[src/hdl/reward_gated_hebbian_counter_top_assert.svh]
// Assertion macros for the route plasticity table.
// RGHC_ASSERT_SAME checks the consequent in the same cycle as the antecedent.
// RGHC_ASSERT_NEXT checks the consequent in the cycle after the antecedent.
`ifndef REWARD_GATED_HEBBIAN_COUNTER_TOP_ASSERT_SVH
`define REWARD_GATED_HEBBIAN_COUNTER_TOP_ASSERT_SVH

`ifndef SYNTHESIS

`define RGHC_ASSERT_SAME(label, clk, rst_n, ante, cons) \
    label: assert property (@(posedge clk) disable iff (!rst_n) (ante) |-> (cons)) \
        else $error("same-cycle check failed");

`define RGHC_ASSERT_NEXT(label, clk, rst_n, ante, cons) \
    label: assert property (@(posedge clk) disable iff (!rst_n) (ante) |=> (cons)) \
        else $error("next-cycle check failed");

`else

`define RGHC_ASSERT_SAME(label, clk, rst_n, ante, cons)

`define RGHC_ASSERT_NEXT(label, clk, rst_n, ante, cons)

`endif

`endif

[src/hdl/rghc_pkg.sv]
`timescale 1ns / 1ps

package rghc_pkg;

    localparam int CNT_W   = 16;
    localparam int TRIT_W  = 2;
    localparam int CFG_W   = 15;
    localparam int CIDX_W  = 1;
    localparam int ROUTE_W = 6;

    // configuration register indexes
    localparam logic [CIDX_W-1:0] CFG_COUNTER_LIMIT    = 1'b0;
    localparam logic [CIDX_W-1:0] CFG_COMMIT_THRESHOLD = 1'b1;

    localparam logic [CFG_W-1:0] LIMIT_RST     = 15'd64;
    localparam logic [CFG_W-1:0] THRESHOLD_RST = 15'd16;

    // request kinds
    localparam logic REQ_REWARD = 1'b0;
    localparam logic REQ_PAIN   = 1'b1;

    typedef enum logic [1:0] {
        ST_CLEAR,
        ST_IDLE,
        ST_EXEC
    } state_t;

    typedef struct packed {
        logic clear_en;  // write zero at the sweep address
        logic capture;   // latch item, start table read
        logic execute;   // modify, write back, load result register
    } cmd_t;

    typedef struct packed {
        logic clear_last;   // sweep is at the final entry
        logic out_blocked;  // result register full and stalled
    } status_t;

endpackage

[src/hdl/rghc_ctrl.sv]
`timescale 1ns / 1ps

module rghc_ctrl
(
    input  logic             clk,
    input  logic             rst_n,
    input  logic             in_valid,
    input  rghc_pkg::status_t status,
    output rghc_pkg::cmd_t    cmd,
    output logic             in_stall
);

    rghc_pkg::state_t state_reg;
    rghc_pkg::state_t state_next;

    always_ff @(posedge clk or negedge rst_n)
    begin
        if (!rst_n)
        begin
            state_reg <= rghc_pkg::ST_CLEAR;
        end
        else
        begin
            state_reg <= state_next;
        end
    end

    always_comb
    begin
        state_next = state_reg;
        unique case (state_reg)
            rghc_pkg::ST_CLEAR:
            begin
                if (status.clear_last)
                begin
                    state_next = rghc_pkg::ST_IDLE;
                end
            end
            rghc_pkg::ST_IDLE:
            begin
                if (in_valid)
                begin
                    state_next = rghc_pkg::ST_EXEC;
                end
            end
            rghc_pkg::ST_EXEC:
            begin
                if (!status.out_blocked)
                begin
                    state_next = rghc_pkg::ST_IDLE;
                end
            end
            default:
            begin
                state_next = rghc_pkg::ST_CLEAR;
            end
        endcase
    end

    always_comb
    begin
        cmd      = '0;
        in_stall = 1'b1;
        unique case (state_reg)
            rghc_pkg::ST_CLEAR:
            begin
                cmd.clear_en = 1'b1;
            end
            rghc_pkg::ST_IDLE:
            begin
                in_stall    = 1'b0;
                cmd.capture = in_valid;
            end
            rghc_pkg::ST_EXEC:
            begin
                cmd.execute = !status.out_blocked;
            end
            default:
            begin
                cmd = '0;
            end
        endcase
    end

endmodule

[src/hdl/rghc_datapath.sv]
`timescale 1ns / 1ps

module rghc_datapath
#(
    parameter int ROUTE_SLOTS = 64
)
(
    input  logic                                  clk,
    input  logic                                  rst_n,
    input  rghc_pkg::cmd_t                         cmd,
    output rghc_pkg::status_t                      status,
    input  logic [rghc_pkg::CFG_W-1:0]             cfg_limit,
    input  logic [rghc_pkg::CFG_W-1:0]             cfg_threshold,
    input  logic                                  req_type,
    input  logic [rghc_pkg::ROUTE_W-1:0]           route_index,
    input  logic signed [rghc_pkg::TRIT_W-1:0]     source_trit,
    input  logic signed [rghc_pkg::TRIT_W-1:0]     sink_trit,
    input  logic                                  double_step,
    output logic                                  out_valid,
    input  logic                                  out_stall,
    output logic signed [rghc_pkg::CNT_W-1:0]      counter_value,
    output logic signed [rghc_pkg::TRIT_W-1:0]     orientation,
    output logic                                  committed,
    output logic                                  skipped
);

    localparam int ADDR_W = (ROUTE_SLOTS > 1) ? $clog2(ROUTE_SLOTS) : 1;
    localparam int CMP_W  = ADDR_W + rghc_pkg::ROUTE_W + 1;
    localparam int WORD_W = rghc_pkg::CNT_W + rghc_pkg::TRIT_W;
    localparam int SUM_W  = rghc_pkg::CNT_W + 1;

    // entry word: {counter, sign}
    logic [WORD_W-1:0] route_mem [ROUTE_SLOTS];
    logic [WORD_W-1:0] rdata_reg;

    logic [ADDR_W-1:0] clr_addr_reg;
    logic [ADDR_W-1:0] clr_addr_next;

    logic [CMP_W-1:0]  route_ext;
    logic [ADDR_W-1:0] route_addr;
    logic              route_ok;

    logic                              item_type_reg;
    logic [ADDR_W-1:0]                 item_addr_reg;
    logic                              item_ok_reg;
    logic [rghc_pkg::TRIT_W-1:0]       item_src_reg;
    logic [rghc_pkg::TRIT_W-1:0]       item_snk_reg;
    logic                              item_purpose_reg;

    logic                              out_valid_reg;
    logic                              out_valid_next;
    logic signed [rghc_pkg::CNT_W-1:0]  cnt_out_reg;
    logic signed [rghc_pkg::TRIT_W-1:0] sgn_out_reg;
    logic                              commit_out_reg;
    logic                              skip_out_reg;

    logic signed [rghc_pkg::CNT_W-1:0]  cur_cnt;
    logic signed [rghc_pkg::TRIT_W-1:0] cur_sgn;
    logic signed [SUM_W-1:0]           delta;
    logic signed [SUM_W-1:0]           sum;
    logic signed [SUM_W-1:0]           sat;
    logic signed [SUM_W-1:0]           lim_pos;
    logic signed [SUM_W-1:0]           thr_pos;
    logic signed [rghc_pkg::CNT_W-1:0]  new_cnt;
    logic signed [rghc_pkg::TRIT_W-1:0] new_sgn;
    logic                              new_commit;
    logic                              new_skip;
    logic                              trits_live;
    logic                              do_write;

    assign route_ext  = CMP_W'(route_index);
    assign route_addr = route_ext[ADDR_W-1:0];
    assign route_ok   = route_ext < CMP_W'(ROUTE_SLOTS);

    // start-up sweep
    assign clr_addr_next     = cmd.clear_en ? clr_addr_reg + 1'b1 : clr_addr_reg;
    assign status.clear_last = clr_addr_reg == ADDR_W'(ROUTE_SLOTS - 1);
    assign status.out_blocked = out_valid_reg && out_stall;

    always_ff @(posedge clk or negedge rst_n)
    begin
        if (!rst_n)
        begin
            clr_addr_reg  <= '0;
            out_valid_reg <= 1'b0;
        end
        else
        begin
            clr_addr_reg  <= clr_addr_next;
            out_valid_reg <= out_valid_next;
        end
    end

    always_ff @(posedge clk)
    begin
        if (cmd.clear_en)
        begin
            route_mem[clr_addr_reg] <= '0;
        end
        else if (do_write)
        begin
            route_mem[item_addr_reg] <= {new_cnt, new_sgn};
        end
    end

    always_ff @(posedge clk)
    begin
        if (cmd.capture)
        begin
            rdata_reg <= route_mem[route_addr];
        end
    end

    always_ff @(posedge clk)
    begin
        if (cmd.capture)
        begin
            item_type_reg    <= req_type;
            item_addr_reg    <= route_addr;
            item_ok_reg      <= route_ok;
            item_src_reg     <= source_trit;
            item_snk_reg     <= sink_trit;
            item_purpose_reg <= double_step;
        end
    end

    // read-modify of the captured entry
    always_comb
    begin
        cur_cnt    = rdata_reg[WORD_W-1:rghc_pkg::TRIT_W];
        cur_sgn    = rdata_reg[rghc_pkg::TRIT_W-1:0];
        trits_live = (item_src_reg != '0) && (item_snk_reg != '0);
        lim_pos    = SUM_W'({2'b00, cfg_limit});
        thr_pos    = SUM_W'({2'b00, cfg_threshold});

        // bit 1 of a trit marks a negative value
        if (item_src_reg[1] == item_snk_reg[1])
        begin
            delta = item_purpose_reg ? SUM_W'(2) : SUM_W'(1);
        end
        else
        begin
            delta = item_purpose_reg ? -SUM_W'(2) : -SUM_W'(1);
        end

        sum = SUM_W'(cur_cnt) + delta;
        priority if (sum > lim_pos)
        begin
            sat = lim_pos;
        end
        else if (sum < -lim_pos)
        begin
            sat = -lim_pos;
        end
        else
        begin
            sat = sum;
        end

        new_cnt    = cur_cnt;
        new_sgn    = cur_sgn;
        new_commit = 1'b0;
        new_skip   = 1'b0;

        priority if (!item_ok_reg)
        begin
            new_cnt  = '0;
            new_sgn  = '0;
            new_skip = 1'b1;
        end
        else if (item_type_reg == rghc_pkg::REQ_PAIN)
        begin
            priority if (cur_cnt > 0)
            begin
                new_cnt = cur_cnt - rghc_pkg::CNT_W'(1);
            end
            else if (cur_cnt < 0)
            begin
                new_cnt = cur_cnt + rghc_pkg::CNT_W'(1);
            end
            else
            begin
                new_cnt = cur_cnt;
            end
        end
        else if (!trits_live)
        begin
            new_skip = 1'b1;
        end
        else
        begin
            new_cnt = sat[rghc_pkg::CNT_W-1:0];
            priority if (sat >= thr_pos)
            begin
                new_sgn    = rghc_pkg::TRIT_W'(1);
                new_cnt    = '0;
                new_commit = 1'b1;
            end
            else if (sat <= -thr_pos)
            begin
                new_sgn    = -rghc_pkg::TRIT_W'(1);
                new_cnt    = '0;
                new_commit = 1'b1;
            end
            else
            begin
                new_sgn = cur_sgn;
            end
        end

        do_write = cmd.execute && item_ok_reg;
    end

    always_comb
    begin
        priority if (cmd.execute)
        begin
            out_valid_next = 1'b1;
        end
        else if (out_stall)
        begin
            out_valid_next = out_valid_reg;
        end
        else
        begin
            out_valid_next = 1'b0;
        end
    end

    always_ff @(posedge clk)
    begin
        if (cmd.execute)
        begin
            cnt_out_reg    <= new_cnt;
            sgn_out_reg    <= new_sgn;
            commit_out_reg <= new_commit;
            skip_out_reg   <= new_skip;
        end
    end

    assign out_valid     = out_valid_reg;
    assign counter_value = cnt_out_reg;
    assign orientation   = sgn_out_reg;
    assign committed     = commit_out_reg;
    assign skipped       = skip_out_reg;

endmodule

[src/hdl/reward_gated_hebbian_counter_top.sv]
`timescale 1ns / 1ps

// Route plasticity table: each of ROUTE_SLOTS routes holds a signed counter and a
// learned orientation trit in one on-chip memory word. A reward transaction moves
// the named route's counter up one when the source and sink trits agree and down
// one when they differ (two with double_step), saturating at the counter limit; a
// zero trit leaves the route alone and flags the result as skipped. Reaching the
// commit threshold writes the sign to the orientation and clears the counter. A
// pain transaction decays the counter one step toward zero. Every input
// transaction gives exactly one result transaction. An item goes through a table
// read on acceptance, then modify and write-back into the same entry, and the
// block takes no new item before the write-back of the last one; in_stall is
// high during the write-back, which stretches for as long as the previous result
// is still stalled in the output register. After reset a clearing pass zeroes the
// table, one entry a cycle; input is stalled then, configuration writes are
// taken. Registers (cfg_index): 0 counter limit (reset 64), 1 commit threshold
// (reset 16); write them only while no transaction is in flight.

module reward_gated_hebbian_counter_top
#(
    parameter int ROUTE_SLOTS = 64
)
(
    input  logic                                  clk,
    input  logic                                  rst_n,

    // configuration write channel
    input  logic                                  cfg_valid,
    output logic                                  cfg_ready,
    input  logic [rghc_pkg::CIDX_W-1:0]            cfg_index,
    input  logic [rghc_pkg::CFG_W-1:0]             cfg_data,

    // request channel
    input  logic                                  in_valid,
    output logic                                  in_stall,
    input  logic                                  req_type,
    input  logic [rghc_pkg::ROUTE_W-1:0]           route_index,
    input  logic signed [rghc_pkg::TRIT_W-1:0]     source_trit,
    input  logic signed [rghc_pkg::TRIT_W-1:0]     sink_trit,
    input  logic                                  double_step,

    // result channel
    output logic                                  out_valid,
    input  logic                                  out_stall,
    output logic signed [rghc_pkg::CNT_W-1:0]      counter_value,
    output logic signed [rghc_pkg::TRIT_W-1:0]     orientation,
    output logic                                  committed,
    output logic                                  skipped
);

`include "reward_gated_hebbian_counter_top_assert.svh"

    rghc_pkg::cmd_t    cmd;
    rghc_pkg::status_t status;

    logic [rghc_pkg::CFG_W-1:0] limit_reg;
    logic [rghc_pkg::CFG_W-1:0] limit_next;
    logic [rghc_pkg::CFG_W-1:0] threshold_reg;
    logic [rghc_pkg::CFG_W-1:0] threshold_next;

    // config writes never back-pressure
    assign cfg_ready = 1'b1;

    always_comb
    begin
        limit_next     = limit_reg;
        threshold_next = threshold_reg;
        if (cfg_valid && cfg_ready)
        begin
            unique case (cfg_index)
                rghc_pkg::CFG_COUNTER_LIMIT:
                begin
                    limit_next = cfg_data;
                end
                rghc_pkg::CFG_COMMIT_THRESHOLD:
                begin
                    threshold_next = cfg_data;
                end
            endcase
        end
    end

    always_ff @(posedge clk or negedge rst_n)
    begin
        if (!rst_n)
        begin
            limit_reg     <= rghc_pkg::LIMIT_RST;
            threshold_reg <= rghc_pkg::THRESHOLD_RST;
        end
        else
        begin
            limit_reg     <= limit_next;
            threshold_reg <= threshold_next;
        end
    end

    // sequencer: sweep, wait for item, read-modify-write
    rghc_ctrl u_ctrl
    (
        .clk      (clk),
        .rst_n    (rst_n),
        .in_valid (in_valid),
        .status   (status),
        .cmd      (cmd),
        .in_stall (in_stall)
    );

    // table memory, update arithmetic and output register
    rghc_datapath
    #(
        .ROUTE_SLOTS (ROUTE_SLOTS)
    )
    u_datapath
    (
        .clk            (clk),
        .rst_n          (rst_n),
        .cmd            (cmd),
        .status         (status),
        .cfg_limit      (limit_reg),
        .cfg_threshold  (threshold_reg),
        .req_type       (req_type),
        .route_index    (route_index),
        .source_trit    (source_trit),
        .sink_trit      (sink_trit),
        .double_step    (double_step),
        .out_valid      (out_valid),
        .out_stall      (out_stall),
        .counter_value  (counter_value),
        .orientation    (orientation),
        .committed      (committed),
        .skipped        (skipped)
    );

    // an accepted item stalls the input in the following cycle (read then write)
    `RGHC_ASSERT_NEXT(a_one_item_in_flight, clk, rst_n, in_valid && !in_stall, in_stall)

    // a skipped transaction never commits
    `RGHC_ASSERT_SAME(a_skip_no_commit, clk, rst_n, out_valid && skipped, !committed)

    // a commit clears the counter and leaves a learned sign
    `RGHC_ASSERT_SAME(a_commit_clears, clk, rst_n, out_valid && committed,
        (counter_value == '0) && (orientation != '0))

endmodule
[config.mk]
export PLATFORM = sky130hd
export DESIGN_NAME = reward_gated_hebbian_counter_top
export DESIGN_NICKNAME = d
export VERILOG_FILES = /design/src/hdl/rghc_pkg.sv /design/src/hdl/rghc_ctrl.sv /design/src/hdl/rghc_datapath.sv /design/src/hdl/reward_gated_hebbian_counter_top.sv
export VERILOG_INCLUDE_DIRS = /design/src /design/src/hdl
export SDC_FILE = /design/constraint.sdc
export NUM_CORES = 1
export LEC_CHECK = 0
export ABC_AREA = 1
export BUFFER_PORTS_ARGS = -buffer_cell sky130_fd_sc_hd__clkbuf_2
export CORE_MARGIN = 5
export CORE_UTILIZATION = 45
export CTS_CLUSTER_DIAMETER = 50
export CTS_CLUSTER_SIZE = 30
export DETAILED_ROUTE_END_ITERATION = 16
export PLACE_DENSITY_LB_ADDON = 0.05
export SLEW_MARGIN = 5
export SYNTH_ARGS = -nofsm -noshare
export SYNTH_HDL_FRONTEND = slang
export SYNTH_SLANG_ARGS = --single-unit
[constraint.sdc]
create_clock -name clk -period 8.7 [get_ports clk]
set_input_delay 1.74 -clock clk [delete_from_list [all_inputs] [get_ports clk]]
set_output_delay 1.74 -clock clk [all_outputs]
set_load 0.02 [all_outputs]
==> metrics.yaml, run 1 <==
worst_setup_path:
  end_kind: "flip-flop"
  cp-start-kind: "flip-flop"
  cp.required_ns: 9.26
  cp.buffers_inverters: 4
  critPathKind: "flip-flop to flip-flop"
  critical_path.top_delay_family: "simple AND/OR/NAND/NOR gates"
  path_common_cell: "nand2_1"
  slowest_delay_ns: 0.78
  path_max_fanout: 29
  arrival_ns: 8.15
  cp_slowest_cell: "a21oi_4"
power:
  p_comb_share_pct: 20.4
  p_leak_nw: 20.5
  powerDensity_mw_per_mm2: 274
  intPower_w: 0.0113
  pwr-share-seq_pct: 44.6
  p_clk_share_pct: 35.0
  ir_worst_vdd_mv: 0.127
  swShare_pct: 30.9
  p_sw_w: 0.00506
clock_tree:
  insertion_delay_ns: 0.75
  postCtsSetupRepairBufs: 0
  cts_made_buffers: 132
  clock_sinks: 1241
  clockRootBuffer: "clkbuf_16"
  h-tree-depth: 4
  ctsResizeCount: 0
  postCtsHoldBufs: 0
  cts.path.max_buffers: 3
  cts_tree: "yes"
  clk_pin_slew_ns: 0.06
sta:
  worstMarginPinSlew_ns: 1.10
  hold_viol_final: 0
  slew_headroom_pct: 26.7
  period_needed_ns: 7.59
  slew_viol_final: 0
  finalClockSkew_ns: 0.0386
  period_share_pct: 87.2
  fmax_ghz: 0.132
  holdWs_ns: 0.495
  setup_violations: 0
  rsz0062_at_grt: "no"
  setup_tns_ns: 0
finish:
  area.growth.synth_to_final_pct: 13.0
  layout.nets: 4586
  final.fill_count: 10107
  final_layout_size_suffix_gt1_share_pct: 10.6
  largest_register_ffs: 1152
grt:
  grt_overflow_total: 0
  track_usage_pct: 25.0
  grt_max_degree: 143
  grt_first_pass_wirelength_um: 233000
  antenna_found_initial: 3
  grt_pass1_vias: 33935
synth:
  yosysSeqAreaShare_pct: 70.0
  synth_edf_count: 1202
  yosys_warnings: 0
  syn_area_mm2: 0.0529
  netlist_instances: 4461
  ys_ff_latch: 1241
  ys_async_sr_fraction_pct: 3.14
  ys.flop_type: "edfxtp_1"
  synth.distinct_cells: 57
  synthesis.nets: 4579
  postSynthAreaPerCell_um2: 11.9
run:
  max_cap_viol_count: 0
route:
  routed_wl_um: 159000
  antenna_left: 0
  vias: 35628
  drt_iter0_drc: 3470
  firstDrtPassIters: 6
  wl_per_cell_um: 26.1
  viasPerCell: 5.85
  drc: 0
placement:
  gp_congestion: 0.879
  portBuffers: 54
  dp_hpwl_um: 89900
floorplanning:
  die_h_um: 353
  start_util_pct: 45.4
  io_pins: 56
  die_width_um: 353
  dieArea_mm2: 0.125
  rows: 125
  design.core.area_mm2: 0.117
worst_hold_path:
  hold_class: "flip-flop to flip-flop"
outcome:
  outcome: "completed"
[cell type report]
class,instances,area [um^2],share of cell area (%)
clock inverters,84,941,1.57
clock buffers,149,3460,5.79
repair buffers,141,1160,1.95
diodes,2,5.00,0.00836
multi-input cells,2769,14600,24.4
well taps,1524,1910,3.19
flip-flops and latches,1241,37100,62.0
inverters,183,708,1.18
[cell families (layout without fill, tap and decap cells)]
kind of cell / count (synthesis) / after routing / synth area share [%]
compound gates: 1247 / 1247 / 13.2
fa+ha+maj: 85 / 85 / 2.02
xor+xnor: 34 / 34 / 0.563
flops: 1241 / 1241 / 70.0
simple gates: 1402 / 1402 / 10.7
other cells: 1 / 3 / 0.00708
buf+inv: 451 / 557 / 3.44
[metrics by stage]
step                      cell area, um^2  worst slack, ns  instances  utilization [%]  power, W
final                               59800             1.11       6093             51.4    0.0164
after global routing                59800            0.540       6091             51.3    0.0171
after CTS                           59800             1.19       6091             51.3    0.0165
after detailed placement            55400             1.18       5858             47.6    0.0108
after global placement              55400             1.18       5858             47.6    0.0108
after floorplan                     52900             1.64       4461                -   0.00946
[cells in the mapped netlist, types with 11 or more instances]
library cell  instances  area, um^2
nand4_1              15        93.8
nand3_1              84         420
inv_1               174         653
nor2_1              896        3360
ha_1                 84        1050
clkbuf_1            200         751
a21oi_2              11        96.3
dfrtp_1              37         926
edfxtp_1           1202       36100
o21ai_1              16        80.1
o22ai_1             303        1900
o221ai_1             41         359
a21oi_1              44         220
nor3_1               16        80.1
o32ai_1              14         123
nand3_2              14         140
o211ai_1             15         113
buf_2                54         270
xor2_1               33         289
o21ai_0             772        3860
nand2_1             338        1270
[tightest hold or removal path, cell delays in order (launching register included)]
cell     delay (ns)
dfrtp_1        0.35
nand2_1        0.05
o21ai_0        0.06
[power by group through the flow]
| stage | logic, W | registers (W) | clock network [W] |
|---|---|---|---|
| floorplan | 0.00204 | 0.00742 | 0 |
| detailed placement | 0.00334 | 0.00742 | 0 |
| global placement | 0.00333 | 0.00742 | 0 |
| global route | 0.00369 | 0.00733 | 0.00609 |
| CTS | 0.00335 | 0.00730 | 0.00582 |
| finish | 0.00333 | 0.00730 | 0.00573 |
[cell usage in the layout (no fill, tap or decap), types with 14 or more instances in the layout]
cell	n
a21oi_1	37
a21oi_4	17
buf_12	17
buf_4	71
clkbuf_16	136
clkbuf_2	50
clkinv_2	17
clkinvlp_4	16
dfrtp_1	37
edfxtp_1	1202
ha_1	84
inv_1	172
inv_6	15
nand2_1	337
nand3_1	84
nand3_2	14
nand4_1	15
nor2_1	830
nor2_2	26
nor2_4	42
nor3_1	16
o211ai_1	15
o21ai_0	772
o21ai_1	16
o221ai_1	41
o22ai_1	303
o32ai_1	14
xor2_1	33
[per-layer routing]
| layer | global-route usage, % | up-vias | part of all wire (%) |
|---|---|---|---|
| met2 | 39.9 | 1088 | 46 |
| met5 | 0 | - | 0 |
| li1 | - | 16306 | - |
| met1 | 36.2 | 18006 | 45 |
| met3 | 3.69 | 228 | 5.8 |
| met4 | 6.95 | 0 | 2.7 |
[path summary, 6_finish.rpt]
check | startpoint | end | slack (ns) | cells after the start
worst max-delay path | u_datapath.item_src_reg[1]$_DFFE_PP_ | u_datapath.route_mem[9][11]$_DFFE_PP_ | 1.11 | 33
worst min-delay path | limit_reg[12]$_DFFE_PN0P_ | limit_reg[12]$_DFFE_PN0P_ | 0.50 | 2
worst max register to register | u_datapath.item_src_reg[1]$_DFFE_PP_ | u_datapath.route_mem[9][11]$_DFFE_PP_ | 1.11 | 33
worst min register to register | limit_reg[12]$_DFFE_PN0P_ | limit_reg[12]$_DFFE_PN0P_ | 0.50 | 2
max in group asynchronous | rst_n | u_ctrl.state_reg[1]$_DFFE_PN0P_ | 6.83 | 1
min in group asynchronous | rst_n | threshold_reg[10]$_DFFE_PN0P_ | 1.20 | 1
Power figures use the tool's default switching activity.
==> inputs of run 2 (changes only) <==
--- a/config.mk
+++ b/config.mk
@@ -7,7 +7,7 @@
 export NUM_CORES = 1
 export LEC_CHECK = 0
 export ABC_AREA = 1
-export BUFFER_PORTS_ARGS = -buffer_cell sky130_fd_sc_hd__clkbuf_2
+export BUFFER_PORTS_ARGS = -buffer_cell sky130_fd_sc_hd__buf_2
 export CORE_MARGIN = 5
 export CORE_UTILIZATION = 45
 export CTS_CLUSTER_DIAMETER = 50
==> metrics.yaml, run 2 (synthesis results as in run 1) <==
finish:
  stdcell_area_mm2: 0.0597  # was 0.0598 mm^2
  area.growth.synth_to_final_pct: 12.8  # was 13.0%
  stdcell_count: 6080  # was 6093
  mostFrequentLayoutCells: "edfxtp_1 (1202), nor2_1 (830), o21ai_0 (772)"  # unchanged
  num_antenna_cells: 0  # was 2
  final_layout_size_suffix_gt1_share_pct: 10.4  # was 10.6%
  layout_commonest_cell: "edfxtp_1"  # unchanged
  largest_register_ffs: 1152  # unchanged
  layout.nets: 4566  # was 4586
clock_tree:
  cts.path.max_buffers: 3  # unchanged
  cts_tree: "yes"  # unchanged
  clock_sinks: 1241  # unchanged
  cts_made_buffers: 131  # was 132
  clk_pin_slew_ns: 0.06  # about the same
  postCtsSetupRepairBufs: 0  # unchanged
  ctsResizeCount: 0  # unchanged
  postCtsHoldBufs: 0  # unchanged
  insertion_delay_ns: 0.75  # about the same
  clockRootBuffer: "clkbuf_16"  # unchanged
  h-tree-depth: 4  # unchanged
sta:
  rsz0062_at_grt: "no"  # unchanged
  slew_viol_final: 0  # unchanged
  period_needed_ns: 7.60  # was 7.59 ns
  worstMarginPinSlew_ns: 1.34  # was 1.10 ns
  setup_tns_ns: 0  # unchanged
  setup_violations: 0  # unchanged
  fmax_ghz: 0.132  # about the same
  period_share_pct: 87.4  # was 87.2%
  slew_headroom_pct: 9.96  # was 26.7%
  hold_viol_final: 0  # unchanged
  layout_setup_ws_ns: 1.10  # was 1.11 ns
  finalClockSkew_ns: 0.0301  # was 0.0386 ns
floorplanning:
  rows: 125  # unchanged
  design.core.area_mm2: 0.117  # unchanged
  start_util_pct: 45.4  # unchanged
  dieArea_mm2: 0.125  # unchanged
  die_h_um: 353  # unchanged
  io_pins: 56  # unchanged
  die_width_um: 353  # unchanged
worst_setup_path:
  slowest_delay_ns: 0.75  # was 0.78 ns
  cp.required_ns: 9.26  # about the same
  path_max_fanout: 26  # was 29
  cp.buffers_inverters: 5  # was 4
  end_kind: "flip-flop"  # unchanged
  critical_path.top_delay_family: "simple AND/OR/NAND/NOR gates"  # unchanged
  cp-start-kind: "flip-flop"  # unchanged
  critPathKind: "flip-flop to flip-flop"  # unchanged
  path_common_cell: "nand2_1"  # unchanged
  cp_slowest_cell: "a21oi_4"  # unchanged
  arrival_ns: 8.16  # was 8.15 ns
grt:
  grt_max_degree: 170  # was 143
  grt_pass1_vias: 33753  # was 33935
  antenna_found_initial: 2  # was 3
  grt_first_pass_wirelength_um: 235000  # was 233000 um
  track_usage_pct: 25.4  # was 25.0%
  grt_overflow_total: 0  # unchanged
route:
  routed_wl_um: 162000  # was 159000 um
  vias: 35838  # was 35628
  drc: 0  # unchanged
  wl_per_cell_um: 26.7  # was 26.1 um
  firstDrtPassIters: 5  # was 6
  drt_iter0_drc: 3636  # was 3470
  antenna_left: 0  # unchanged
  viasPerCell: 5.89  # was 5.85
placement:
  gp_congestion: 0.915  # was 0.879
  dpl_cell_area_mm2: 0.0553  # was 0.0554 mm^2
  place_ws_ns: 1.21  # was 1.18 ns
  portBuffers: 54  # unchanged
  place_inst: 5839  # was 5858
  dp_hpwl_um: 89600  # was 89900 um
outcome:
  outcome: "completed"  # unchanged
run:
  max_cap_viol_count: 0  # unchanged
worst_hold_path:
  hold_class: "flip-flop to flip-flop"  # unchanged
power:
  p_leak_nw: 20.4  # was 20.5 nW
  powerDensity_mw_per_mm2: 274  # about the same
  ir_worst_vdd_mv: 0.186  # was 0.127 mV
==> run 2: worst paths after layout <==
kind / start / end / slack, ns / depth (start not counted)
min in group asynchronous: rst_n / threshold_reg[13]$_DFFE_PN0P_ / 1.16 / 1
max reg2reg: u_datapath.item_src_reg[1]$_DFFE_PP_ / u_datapath.route_mem[5][14]$_DFFE_PP_ / 1.10 / 35
min reg2reg: limit_reg[1]$_DFFE_PN0P_ / limit_reg[1]$_DFFE_PN0P_ / 0.49 / 2
min: limit_reg[1]$_DFFE_PN0P_ / limit_reg[1]$_DFFE_PN0P_ / 0.49 / 2
max: u_datapath.item_src_reg[1]$_DFFE_PP_ / u_datapath.route_mem[5][14]$_DFFE_PP_ / 1.10 / 35
max in group asynchronous: rst_n / u_datapath.clr_addr_reg[0]$_DFFE_PN0P_ / 6.93 / 1
==> run 2: area by class of cell <==
cell class	count	area [um^2]
Multi-Input combinational cell	2769	14700
Inverter	183	708
Sequential cell	1241	37100
Tap cell	1524	1910
Clock buffer	141	3460
Clock inverter	100	971
Timing Repair Buffer	122	922
Fill cell	10209	56800
==> run 2: through the flow <==
stage | utilization (%) | hold WS [ns] | power, W
after CTS | 51.2 | 0.497 | 0.0165
after global routing | 51.2 | 0.529 | 0.0171
after global placement | 47.4 | 0.472 | 0.0107
final | 51.2 | 0.490 | 0.0164
after detailed placement | 47.4 | 0.481 | 0.0108
after floorplan | - | 0.453 | 0.00946
==> run 2: tightest hold or removal path, stage by stage, from the launching register on <==
cell,delay (ns)
dfrtp_1,0.34
nand2_1,0.05
o21ai_0,0.06
==> run 2: metal layers <==
| metal | vias up | global-route usage (%) | wire, um | part of all wire, % |
|---|---|---|---|---|
| li1 | 16315 | - | - | - |
| met1 | 18069 | 37.2 | 72400 | 45 |
| met2 | 1255 | 39.7 | 74600 | 46 |
| met3 | 199 | 4.39 | 11400 | 7.0 |
| met4 | 0 | 6.69 | 3750 | 2.3 |
| met5 | - | 0 | 0 | 0 |
==> run 2: power breakdown <==
part           switching [W]  total [W]  internal (W)
sequential          0.000123    0.00730       0.00718
clock                0.00253    0.00573       0.00320
combinational        0.00253    0.00334      0.000807
